File: src/design/dcsm_pkg.sv
// Shared types, constants and helper functions for the digital clock block.
// No dependencies; imported by every module of the block.
package dcsm_pkg;

  localparam int unsigned TpsW  = 8;
  localparam int unsigned TickW = 8;
  localparam int unsigned SecW  = 6;
  localparam int unsigned MinW  = 6;
  localparam int unsigned HourW = 5;

  localparam logic [TpsW-1:0] TpsReset = 8'd5;
  localparam logic [5:0]      SecMod   = 6'd60;
  localparam logic [5:0]      MinMod   = 6'd60;
  localparam logic [5:0]      HourMod  = 6'd24;

  typedef enum logic [1:0] {
    EditRun  = 2'd0,
    EditHour = 2'd1,
    EditMin  = 2'd2,
    EditSec  = 2'd3
  } edit_e;

  // Input word: one tick or one button event
  typedef struct packed {
    logic command;
    logic btn_select;
    logic btn_up;
    logic btn_dn;
  } cmd_t;

  // Output word: display digits, edit position, redraw flag
  typedef struct packed {
    logic [1:0] hour_tens;
    logic [3:0] hour_ones;
    logic [2:0] minute_tens;
    logic [3:0] minute_ones;
    logic [2:0] second_tens;
    logic [3:0] second_ones;
    logic [1:0] edit_field;
    logic       refresh;
  } disp_t;

  // Time after an update, handed from the counter core to the digit split
  typedef struct packed {
    logic [HourW-1:0] hours;
    logic [MinW-1:0]  minutes;
    logic [SecW-1:0]  seconds;
    edit_e            edit;
    logic             refresh;
  } time_t;

  function automatic logic [5:0] wrap_up(input logic [5:0] v, input logic [5:0] m);
    logic [6:0] s;
    s = {1'b0, v} + 7'd1;
    if (s >= {1'b0, m}) begin
      return 6'd0;
    end
    return s[5:0];
  endfunction

  function automatic logic [5:0] wrap_down(input logic [5:0] v, input logic [5:0] m);
    if (v == 6'd0 || v >= m) begin
      return m - 6'd1;
    end
    return v - 6'd1;
  endfunction

  function automatic logic [2:0] digit_tens(input logic [5:0] v);
    logic [2:0] t;
    priority if (v >= 6'd60) t = 3'd6;
    else if (v >= 6'd50) t = 3'd5;
    else if (v >= 6'd40) t = 3'd4;
    else if (v >= 6'd30) t = 3'd3;
    else if (v >= 6'd20) t = 3'd2;
    else if (v >= 6'd10) t = 3'd1;
    else t = 3'd0;
    return t;
  endfunction

  function automatic logic [3:0] digit_ones(input logic [5:0] v);
    logic [5:0] base;
    logic [5:0] rem;
    base = {3'b000, digit_tens(v)} * 6'd10;
    rem  = v - base;
    return rem[3:0];
  endfunction

endpackage

File: src/design/dcsm_core.sv
// Time and edit-mode state with its next-state logic.
// Depends on dcsm_pkg.
module dcsm_core import dcsm_pkg::*; (
  input  logic            clk_i,
  input  logic            rst_ni,
  input  logic            accept_i,
  input  cmd_t            cmd_i,
  input  logic [TpsW-1:0] tps_i,
  output time_t           nxt_o
);

  logic [TickW-1:0] tick_q, tick_d;
  logic [SecW-1:0]  sec_q, sec_d;
  logic [MinW-1:0]  min_q, min_d;
  logic [HourW-1:0] hour_q, hour_d;
  edit_e            edit_q, edit_d;
  logic             refresh;
  logic [TickW-1:0] tick_inc;
  logic [1:0]       edit_inc;
  logic [5:0]       hour_w;
  logic [5:0]       fld_w;

  always_comb begin
    tick_d   = tick_q;
    sec_d    = sec_q;
    min_d    = min_q;
    hour_d   = hour_q;
    edit_d   = edit_q;
    refresh  = 1'b0;
    tick_inc = tick_q + 8'd1;
    edit_inc = edit_q + 2'd1;
    hour_w   = 6'd0;
    fld_w    = 6'd0;
    if (!cmd_i.command) begin
      // ticks count only while running
      if (edit_q == EditRun) begin
        if (tick_inc < tps_i) begin
          tick_d = tick_inc;
        end else begin
          tick_d  = '0;
          refresh = 1'b1;
          sec_d   = wrap_up(sec_q, SecMod);
          if (sec_d == 6'd0) begin
            min_d = wrap_up(min_q, MinMod);
            if (min_d == 6'd0) begin
              hour_w = wrap_up({1'b0, hour_q}, HourMod);
              hour_d = hour_w[HourW-1:0];
            end
          end
        end
      end
    end else begin
      refresh = 1'b1;
      if (cmd_i.btn_select) begin
        edit_d = edit_e'(edit_inc);
      end
      // up first, then down, on the field at the new position
      unique case (edit_d)
        EditHour: begin
          fld_w = {1'b0, hour_q};
          if (cmd_i.btn_up) fld_w = wrap_up(fld_w, HourMod);
          if (cmd_i.btn_dn) fld_w = wrap_down(fld_w, HourMod);
          hour_d = fld_w[HourW-1:0];
        end
        EditMin: begin
          fld_w = min_q;
          if (cmd_i.btn_up) fld_w = wrap_up(fld_w, MinMod);
          if (cmd_i.btn_dn) fld_w = wrap_down(fld_w, MinMod);
          min_d = fld_w;
        end
        EditSec: begin
          fld_w = sec_q;
          if (cmd_i.btn_up) fld_w = wrap_up(fld_w, SecMod);
          if (cmd_i.btn_dn) fld_w = wrap_down(fld_w, SecMod);
          sec_d = fld_w;
        end
        default: begin
        end
      endcase
    end
  end

  always_ff @(posedge clk_i or negedge rst_ni) begin
    if (!rst_ni) begin
      tick_q <= '0;
      sec_q  <= '0;
      min_q  <= '0;
      hour_q <= '0;
      edit_q <= EditRun;
    end else if (accept_i) begin
      tick_q <= tick_d;
      sec_q  <= sec_d;
      min_q  <= min_d;
      hour_q <= hour_d;
      edit_q <= edit_d;
    end
  end

  assign nxt_o = '{hours: hour_d, minutes: min_d, seconds: sec_d,
                   edit: edit_d, refresh: refresh};

endmodule

File: src/design/dcsm_digits.sv
// Splits the updated time into decimal display digits.
// Depends on dcsm_pkg.
module dcsm_digits import dcsm_pkg::*; (
  input  time_t time_i,
  output disp_t disp_o
);

  logic [2:0] hour_tens_w;

  assign hour_tens_w = digit_tens({1'b0, time_i.hours});

  always_comb begin
    disp_o.hour_tens   = hour_tens_w[1:0];
    disp_o.hour_ones   = digit_ones({1'b0, time_i.hours});
    disp_o.minute_tens = digit_tens(time_i.minutes);
    disp_o.minute_ones = digit_ones(time_i.minutes);
    disp_o.second_tens = digit_tens(time_i.seconds);
    disp_o.second_ones = digit_ones(time_i.seconds);
    disp_o.edit_field  = time_i.edit;
    disp_o.refresh     = time_i.refresh;
  end

endmodule

File: src/design/dcsm_out_reg.sv
// Result register with valid/ready handshake toward the display side.
// Depends on dcsm_pkg.
module dcsm_out_reg import dcsm_pkg::*; (
  input  logic  clk_i,
  input  logic  rst_ni,
  input  logic  load_i,
  input  disp_t word_i,
  output logic  ready_o,
  output logic  out_valid_o,
  input  logic  out_ready_i,
  output disp_t out_word_o
);

  logic  valid_q;
  disp_t word_q;

  // free when empty or draining this cycle
  assign ready_o = !valid_q || out_ready_i;

  always_ff @(posedge clk_i or negedge rst_ni) begin
    if (!rst_ni) begin
      valid_q <= 1'b0;
    end else if (load_i) begin
      valid_q <= 1'b1;
    end else if (out_ready_i) begin
      valid_q <= 1'b0;
    end
  end

  always_ff @(posedge clk_i) begin
    if (load_i) begin
      word_q <= word_i;
    end
  end

  assign out_valid_o = valid_q;
  assign out_word_o  = word_q;

endmodule

File: src/design/digital_clock_with_set_mode.sv
// Top level of the 24-hour clock with set mode: prescale register,
// counter core, digit split and result register. Depends on dcsm_pkg.
//
// Usage:
//   Input channel (in_valid_i/in_ready_o/in_word_i) carries one word per
//   event: a timer tick (command = 0) or a button event (command = 1) with
//   the select, up and down button levels.
//   Output channel (out_valid_o/out_ready_i/out_word_o) returns exactly
//   one word per accepted input word: six display digits, the edit
//   position and a redraw flag.
//   Config channel (cfg_valid_i/cfg_ready_o/cfg_wdata_i) writes the
//   ticks-per-second prescale; always ready, write it while idle.
// Result word: registered, valid in the cycle after the input is accepted.
// Throughput: one word per cycle unless the output stalls; the counter core
//   is combinational, so a word is taken in the cycle the previous result drains.
// Stall: while out_valid_o is high and out_ready_i low, in_ready_o drops,
//   the result word holds and the clock state does not advance.
// Reset: time 00:00:00, running mode, tick count cleared, prescale 5.
module digital_clock_with_set_mode import dcsm_pkg::*; (
  input  logic            clk_i,
  input  logic            rst_ni,
  input  logic            cfg_valid_i,
  output logic            cfg_ready_o,
  input  logic [TpsW-1:0] cfg_wdata_i,
  input  logic            in_valid_i,
  output logic            in_ready_o,
  input  cmd_t            in_word_i,
  output logic            out_valid_o,
  input  logic            out_ready_i,
  output disp_t           out_word_o
);

  logic [TpsW-1:0] tps_q;
  logic            accept;
  logic            stage_ready;
  time_t           nxt;
  disp_t           disp;

  // Prescale register; no stall on writes
  assign cfg_ready_o = 1'b1;

  always_ff @(posedge clk_i or negedge rst_ni) begin
    if (!rst_ni) begin
      tps_q <= TpsReset;
    end else if (cfg_valid_i && cfg_ready_o) begin
      tps_q <= cfg_wdata_i;
    end
  end

  // Take a word whenever the result register can absorb it
  assign in_ready_o = stage_ready;
  assign accept     = in_valid_i && in_ready_o;

  // Advance time or apply buttons; state commits on accept
  dcsm_core u_core (
    .clk_i    (clk_i),
    .rst_ni   (rst_ni),
    .accept_i (accept),
    .cmd_i    (in_word_i),
    .tps_i    (tps_q),
    .nxt_o    (nxt)
  );

  // Split the new time into display digits
  dcsm_digits u_digits (
    .time_i (nxt),
    .disp_o (disp)
  );

  // Hold the result word until the receiver takes it
  dcsm_out_reg u_out (
    .clk_i       (clk_i),
    .rst_ni      (rst_ni),
    .load_i      (accept),
    .word_i      (disp),
    .ready_o     (stage_ready),
    .out_valid_o (out_valid_o),
    .out_ready_i (out_ready_i),
    .out_word_o  (out_word_o)
  );

endmodule

File: config.mk
export PLATFORM = sky130hd
export DESIGN_NAME = digital_clock_with_set_mode
export DESIGN_NICKNAME = d
export VERILOG_FILES = /design/src/design/dcsm_pkg.sv /design/src/design/dcsm_core.sv /design/src/design/dcsm_digits.sv /design/src/design/dcsm_out_reg.sv /design/src/design/digital_clock_with_set_mode.sv
export SDC_FILE = /design/constraint.sdc
export NUM_CORES = 1
export LEC_CHECK = 0
export ABC_AREA = 1
export BUFFER_PORTS_ARGS = -buffer_cell sky130_fd_sc_hd__buf_2
export CELL_PAD_IN_SITES_DETAIL_PLACEMENT = 0
export CELL_PAD_IN_SITES_GLOBAL_PLACEMENT = 1
export CORE_MARGIN = 4
export CORE_UTILIZATION = 40
export DETAILED_ROUTE_END_ITERATION = 10
export PLACE_DENSITY = 0.82
export RECOVER_POWER = 100
export SLEW_MARGIN = 20
export SYNTH_ARGS = -nofsm -noshare
export SYNTH_HDL_FRONTEND = slang
export SYNTH_SLANG_ARGS = --single-unit
File: constraint.sdc
create_clock -name clk_i -period 4.35 [get_ports clk_i]
set_input_delay 0.2175 -clock clk_i [delete_from_list [all_inputs] [get_ports clk_i]]
set_output_delay 0.2175 -clock clk_i [all_outputs]
set_load 0.05 [all_outputs]
Word level (Yosys, flattened, before mapping)
Index checks and enable logic that the tools add are counted.
W data, S select, Z words.
{ "word_totals": {"ff_bits": 59, "output_inout_bits": 26} }
{ "op_classes": {"n_addsub": 11, "multipliers": 3, "n_lt_le_gt_ge": 25, "n_eq_ne": 3, "n_mux": 111, "n_bitwise": 1, "n_reduce_logical": 14} }
{ "op_table": {"columns": ["cell", "n"], "rows": [
  ["$mux W6", 39],
  ["$mux W5", 10],
  ["$ge A6 B6 Y1 const B", 8],
  ["$mux W3", 15],
  ["$mux W1", 43],
  ["$ge A6 B5 Y1 const B", 6],
  ["$logic_not A6 Y1", 5],
  ["$ge A5 B6 Y1 const B", 3],
  ["$add A6 B1 Y7 const B", 2],
  ["$ge A7 B6 Y1 const B", 2],
  ["$ge A6 B4 Y1 const B", 2],
  ["$sub A4 B4 Y4", 3],
  ["$sub A6 B1 Y6 const B", 2],
  ["$ge A5 B5 Y1 const B", 2],
  ["$mul A3 B3 Y3 const B", 3],
  ["$add A8 B1 Y8 const B", 1],
  ["$lt A8 B8 Y1", 1],
  ["$mux W8", 1],
  ["$add A5 B1 Y6 const B", 1],
  ["$mux W2", 3],
  ["$ge A5 B4 Y1 const B", 1],
  ["$sub A5 B1 Y5 const B", 1],
  ["$eq A2 B2 Y1 const B", 2],
  ["$logic_or A1 B1 Y1", 4],
  ["8 further kinds", 8]
]} }

Logic depth before layout (Yosys ltp)
{ "depth": {"word_depth": 41, "ltp_mapped": 31, "mapped_depth_nobuf": 31} }

Cells and area by module
Synthesis repeated with hierarchy kept, for this count alone.
{ "hier_totals": {"hier_cells": 735, "area_unflattened_um2": 5201.2} }
{ "by_module_without_submodules": {"columns": ["mod", "n_inst", "cells_per_inst", "area_each_um2", "seq_area_each_um2"], "rows": [
  ["dcsm_core", 1, 558, 3592.2, 675.6],
  ["dcsm_out_reg", 1, 28, 735.7, 715.7],
  ["dcsm_digits", 1, 111, 546.8, 0.0],
  ["digital_clock_with_set_mode", 1, 38, 326.6, 202.7]
]} }

Worst setup path before layout
OpenSTA, ideal clock, no wires.
{ "synth_path": {"kind": "register to register", "from": "register u_core.tick_q[0]", "to": "register u_out.word_q (netlist bit u_out.out_word_o[13]), data pin", "setup_ns": 0.249, "arrival_ns": 3.824, "slack_ns": 0.277, "path_stages_with_launch": 29, "path_buffers": 0, "path_cell_list": "dfrtp_1 -> ha_1 -> nand3_1 -> nor3_1 -> xor2_1 -> inv_1 -> ha_1 -> nand2_1 -> nor2_1 -> a211oi_1 -> nand2_1 -> nand2_1 -> inv_1 -> nand4_4 -> inv_4 -> nor2_1 -> nor2_1 -> a21oi_2 -> nand3_1 -> nand2_1 -> o21ai_2 -> nand2_1 -> a21boi_1 -> ha_1 -> fa_1 -> xor2_1 -> nand3_1 -> nand2_1 -> inv_1"} }
{ "synth_rtl": {"columns": ["element", "line_no", "rtl"], "rows": [
  ["from (decl)", "dcsm_core.sv:12", "logic [TickW-1:0] tick_q, tick_d;"],
  ["from (signal assigned)", "dcsm_core.sv:91", "tick_q <= tick_d;"],
  ["to (signal assigned)", "dcsm_out_reg.sv:32", "word_q <= word_i;"],
  ["to (decl)", "dcsm_out_reg.sv:15", "disp_t word_q;"]
]} }

==> metrics.md <==
| Metric | Value |
|---|---|
| DR pass1 iterations | 5 |
| Clock root buffer | clkbuf_16 |
| Hold_buf cts | 0 |
| ANT nets after route | 0 |
| Status | finished with violations |
| Peak Freq | 232 MHz |
| Worst rel slew slack | -0.387 |
| Nets@finish | 785 |
| H-tree Lvls | 3 |
| Die area | 0.0138 mm2 |
| Worst Reg-to-Reg Cells | 29 |
| CTS tree | built |
| Synth unique cells | 41 |
| End of the worst hold path | tps_q[6] |
| Core area | 0.0116 mm2 |
| Unrepaired setup endpoints after global routing | yes |
| Initial Utilization | 0.414 |
| RR Startpoint | u_core.tick_q[1] |
| Crit path launch | u_core.tick_q[1] |
| Worst EP required | 4440 ps |
| DR vias/cell | 5.16 |
| Final setup viols | 0 |
| Slew Viols, Final | 37 |
| Worst path max stage delay | 420 ps |
| Cell area power density | 721 mW/mm2 |
| I/O Buffers | 41 |
| Wirelength, routed | 12.3 mm |
| YS warnings | 0 |
| Number of flops mapped to enable cells by yosys | 23 |
| Failing checks | capacitance limit, slew limit |
| Ant. Diodes | 0 |
| Pin count of the biggest net entering global routing | 48 |
| Cell Count, Final, Fillers Out | 892 |
| Number of global-route vias before repair | 4,267 |
| Static Leak | 2.75 nW |
| Routed WL per cell | 13.8 um |
| Sequential cell area fraction in the yosys report | 0.333 |
| DR iter-0 viols | 260 |
| Final design utilization | 0.493 |
| Hold WC Path Type | in2reg |
| Crit share post-route | 0.990 |
| Worst vdd ir | 0.407 mV |
| Total grt overflow | 0 |
| Dpl hpwl | 8.76 mm |
| Fin. Hold Viols | 0 |
| Register-to-register setup slack | 40 ps |
| Worst Skew | 5.33 ps |
| Gate Count Post-Synth | 684 |
| DP Worst Slack | 16.8 ps |
| Clk_lat worst skew | 330 ps |
| Dpl cells | 857 |
| First-pass GRT wire length | 20.3 mm |
| WHS | 88.3 ps |
| WS Path Type | reg2reg |
| # rows | 39 |
| Reg clk slew, reported paths | 50 ps |
| #FFs+latches synth | 59 |
| Syn_area_per_cell | 6.99 um2 |
| DRC | 0 |
| Critical Path End Type | flip-flop |
| Reg2reg end | u_out.out_word_o[13] |
| Gpl congestion | 0.913 |
| Die Span Y | 117 um |
| Worst slew pin tran | 2080 ps |
| Ys async rst share | 0.610 |
| Initial antenna violation count | 0 |
| Max FO, Critical Path | 7 |
| Final min period | 4310 ps |
| Total CTS buffers | 9 |
| CTS sink cnt | 59 |
| GRT Util Overall | 0.176 |
| Worst min-delay path startpoint | cfg_wdata_i[6] |
| Via count | 4,599 |
| Crit path DAT | 4400 ps |
| Die Width | 117 um |
| Area grow syn2layout | 19.3% |
| Critical Path Slowest Stage Cell | dfrtp_1 |
| CTS Buffer Depth | 2 |
| Critical path launch point type | flip-flop |
| Setup ws final | 42.1 ps |
| I/O pin cnt | 43 |
| Hold path depth | 3 |
| Net Count, Synth | 725 |
| MaxCap Viol Count | 1 |
| Share of cells above drive strength 1 | 0.190 |
| Synth Flop Type | dfrtp_1 |
| Syn Std Cell Area | 0.00478 mm2 |
| Fill count | 1,145 |
## kinds of logic after synthesis
logic type,count (synthesis),synth area share
compound gates,118,0.139
mux,2,0.00445
xor+xnor,20,0.0366
fa+ha+maj,24,0.0675
simple gates,342,0.320
flops,59,0.333
buf+inv,118,0.0979
other cells,1,0.000784
## metrics by stage
stage | cell area, um2 | power [mW] | setup TNS [ps]
floorplan | 4780 | 2.72 | 0
global placement | 5130 | 3.17 | 0
detailed placement | 5130 | 3.21 | 0
CTS | 5430 | 3.95 | 0
global route | 5700 | 4.49 | -445
finish | 5700 | 4.11 | 0
## area by class of cell
class,count,area (um2),share of cell area
Clock buffer,13,282,0.0494
Clock inverter,3,20.0,0.00351
Inverter,100,380,0.0667
Multi-Input combinational cell,507,2880,0.504
Sequential cell,59,1600,0.280
Tap cell,143,179,0.0314
Timing Repair Buffer,67,368,0.0645
## synthesized netlist by cell type (3+ instances only)
cell type,number,area [um2]
a21oi_1,30,150
a21oi_2,5,43.8
buf_2,3,15.0
buf_4,5,37.5
clkbuf_1,10,37.5
dfrtp_1,34,851
edfxtp_1,23,691
fa_1,3,60.1
ha_1,21,263
inv_1,91,342
inv_2,8,30.0
nand2_1,200,751
nand2_2,15,93.8
nand3_1,46,230
nand3_2,3,30.0
nand4_1,17,106
nor2_1,43,161
nor2_2,9,56.3
o211ai_1,4,30.0
o21ai_0,55,275
o21ai_1,7,35.0
o21ai_2,4,35.0
o22ai_1,5,31.3
xnor2_1,3,26.3
xor2_1,17,149
## worst max-delay path by stage
stage	end	cells past startpoint	slack [ps]
5_1_grt	u_out.out_word_o[13]	28	-260
3_5_place_dp	u_out.out_word_o[13]	28	20
4_1_cts	u_out.out_word_o[13]	28	10
2_1_floorplan	u_out.out_word_o[13]	28	280
3_3_place_gp	u_out.out_word_o[13]	28	130
6_report	u_out.out_word_o[13]	29	40
## cell usage in the layout (no fill, tap or decap), drive strengths merged
cell type	netlist	final
o221ai	1	1
edfxtp	23	23
o22ai	5	5
xnor2	3	3
xor2	17	17
a211oi	1	1
o211ai	5	5
nor2	54	54
clkinvlp	0	2
buf	8	41
fa	3	3
conb	1	1
nand3	49	49
dfstp	2	2
o21ai	66	66
clkinv	0	2
mux2	1	1
nand4	20	20
nand2	217	217
clkbuf	10	39
dfrtp	34	34
nor3	2	2
mux2i	1	1
o31ai	2	2
o21bai	2	2
ha	21	21
a21boi	1	1
a21oi	35	35
inv	100	99
## layer usage
metal | wire [um] | global-route usage
met2 | 6080 | 0.303
met4 | 235 | 0.0645
met3 | 551 | 0.0366
met1 | 5480 | 0.218
met5 | 0 | 0
## report_power, final
group | internal [mW] | total, mW | switching [mW]
combinational | 0.797 | 2.37 | 1.57
sequential | 0.841 | 1.03 | 0.192
clock | 0.450 | 0.707 | 0.257
total | 2.09 | 4.11 | 2.02
## critical path: cells and delay by family (launching register included)
family          cells  cell delay (ps)
buf+inv             7              560
fa+ha+maj           4              990
compound gates      4              550
xor+xnor            2              390
simple gates       12             1160
flops               1              420
## registers in the layout (all words and copies together) (netlist names)
signal / flops
u_out.out_word_o: 23
tps_q: 8
u_core.tick_q: 8
u_core.min_q: 6
u_core.sec_q: 6
u_core.hour_q: 5
u_core.edit_q: 2
u_out.out_valid_o: 1
## what timing repair did
item | 4_1_cts | 5_1_grt
setup buffers | 0 | 19
endpoints found under the setup margin | 1 | 6
pin swaps | 0 | 28
resized for setup | 1 | 42
Note: power is estimated with default switching activity, not from simulation.
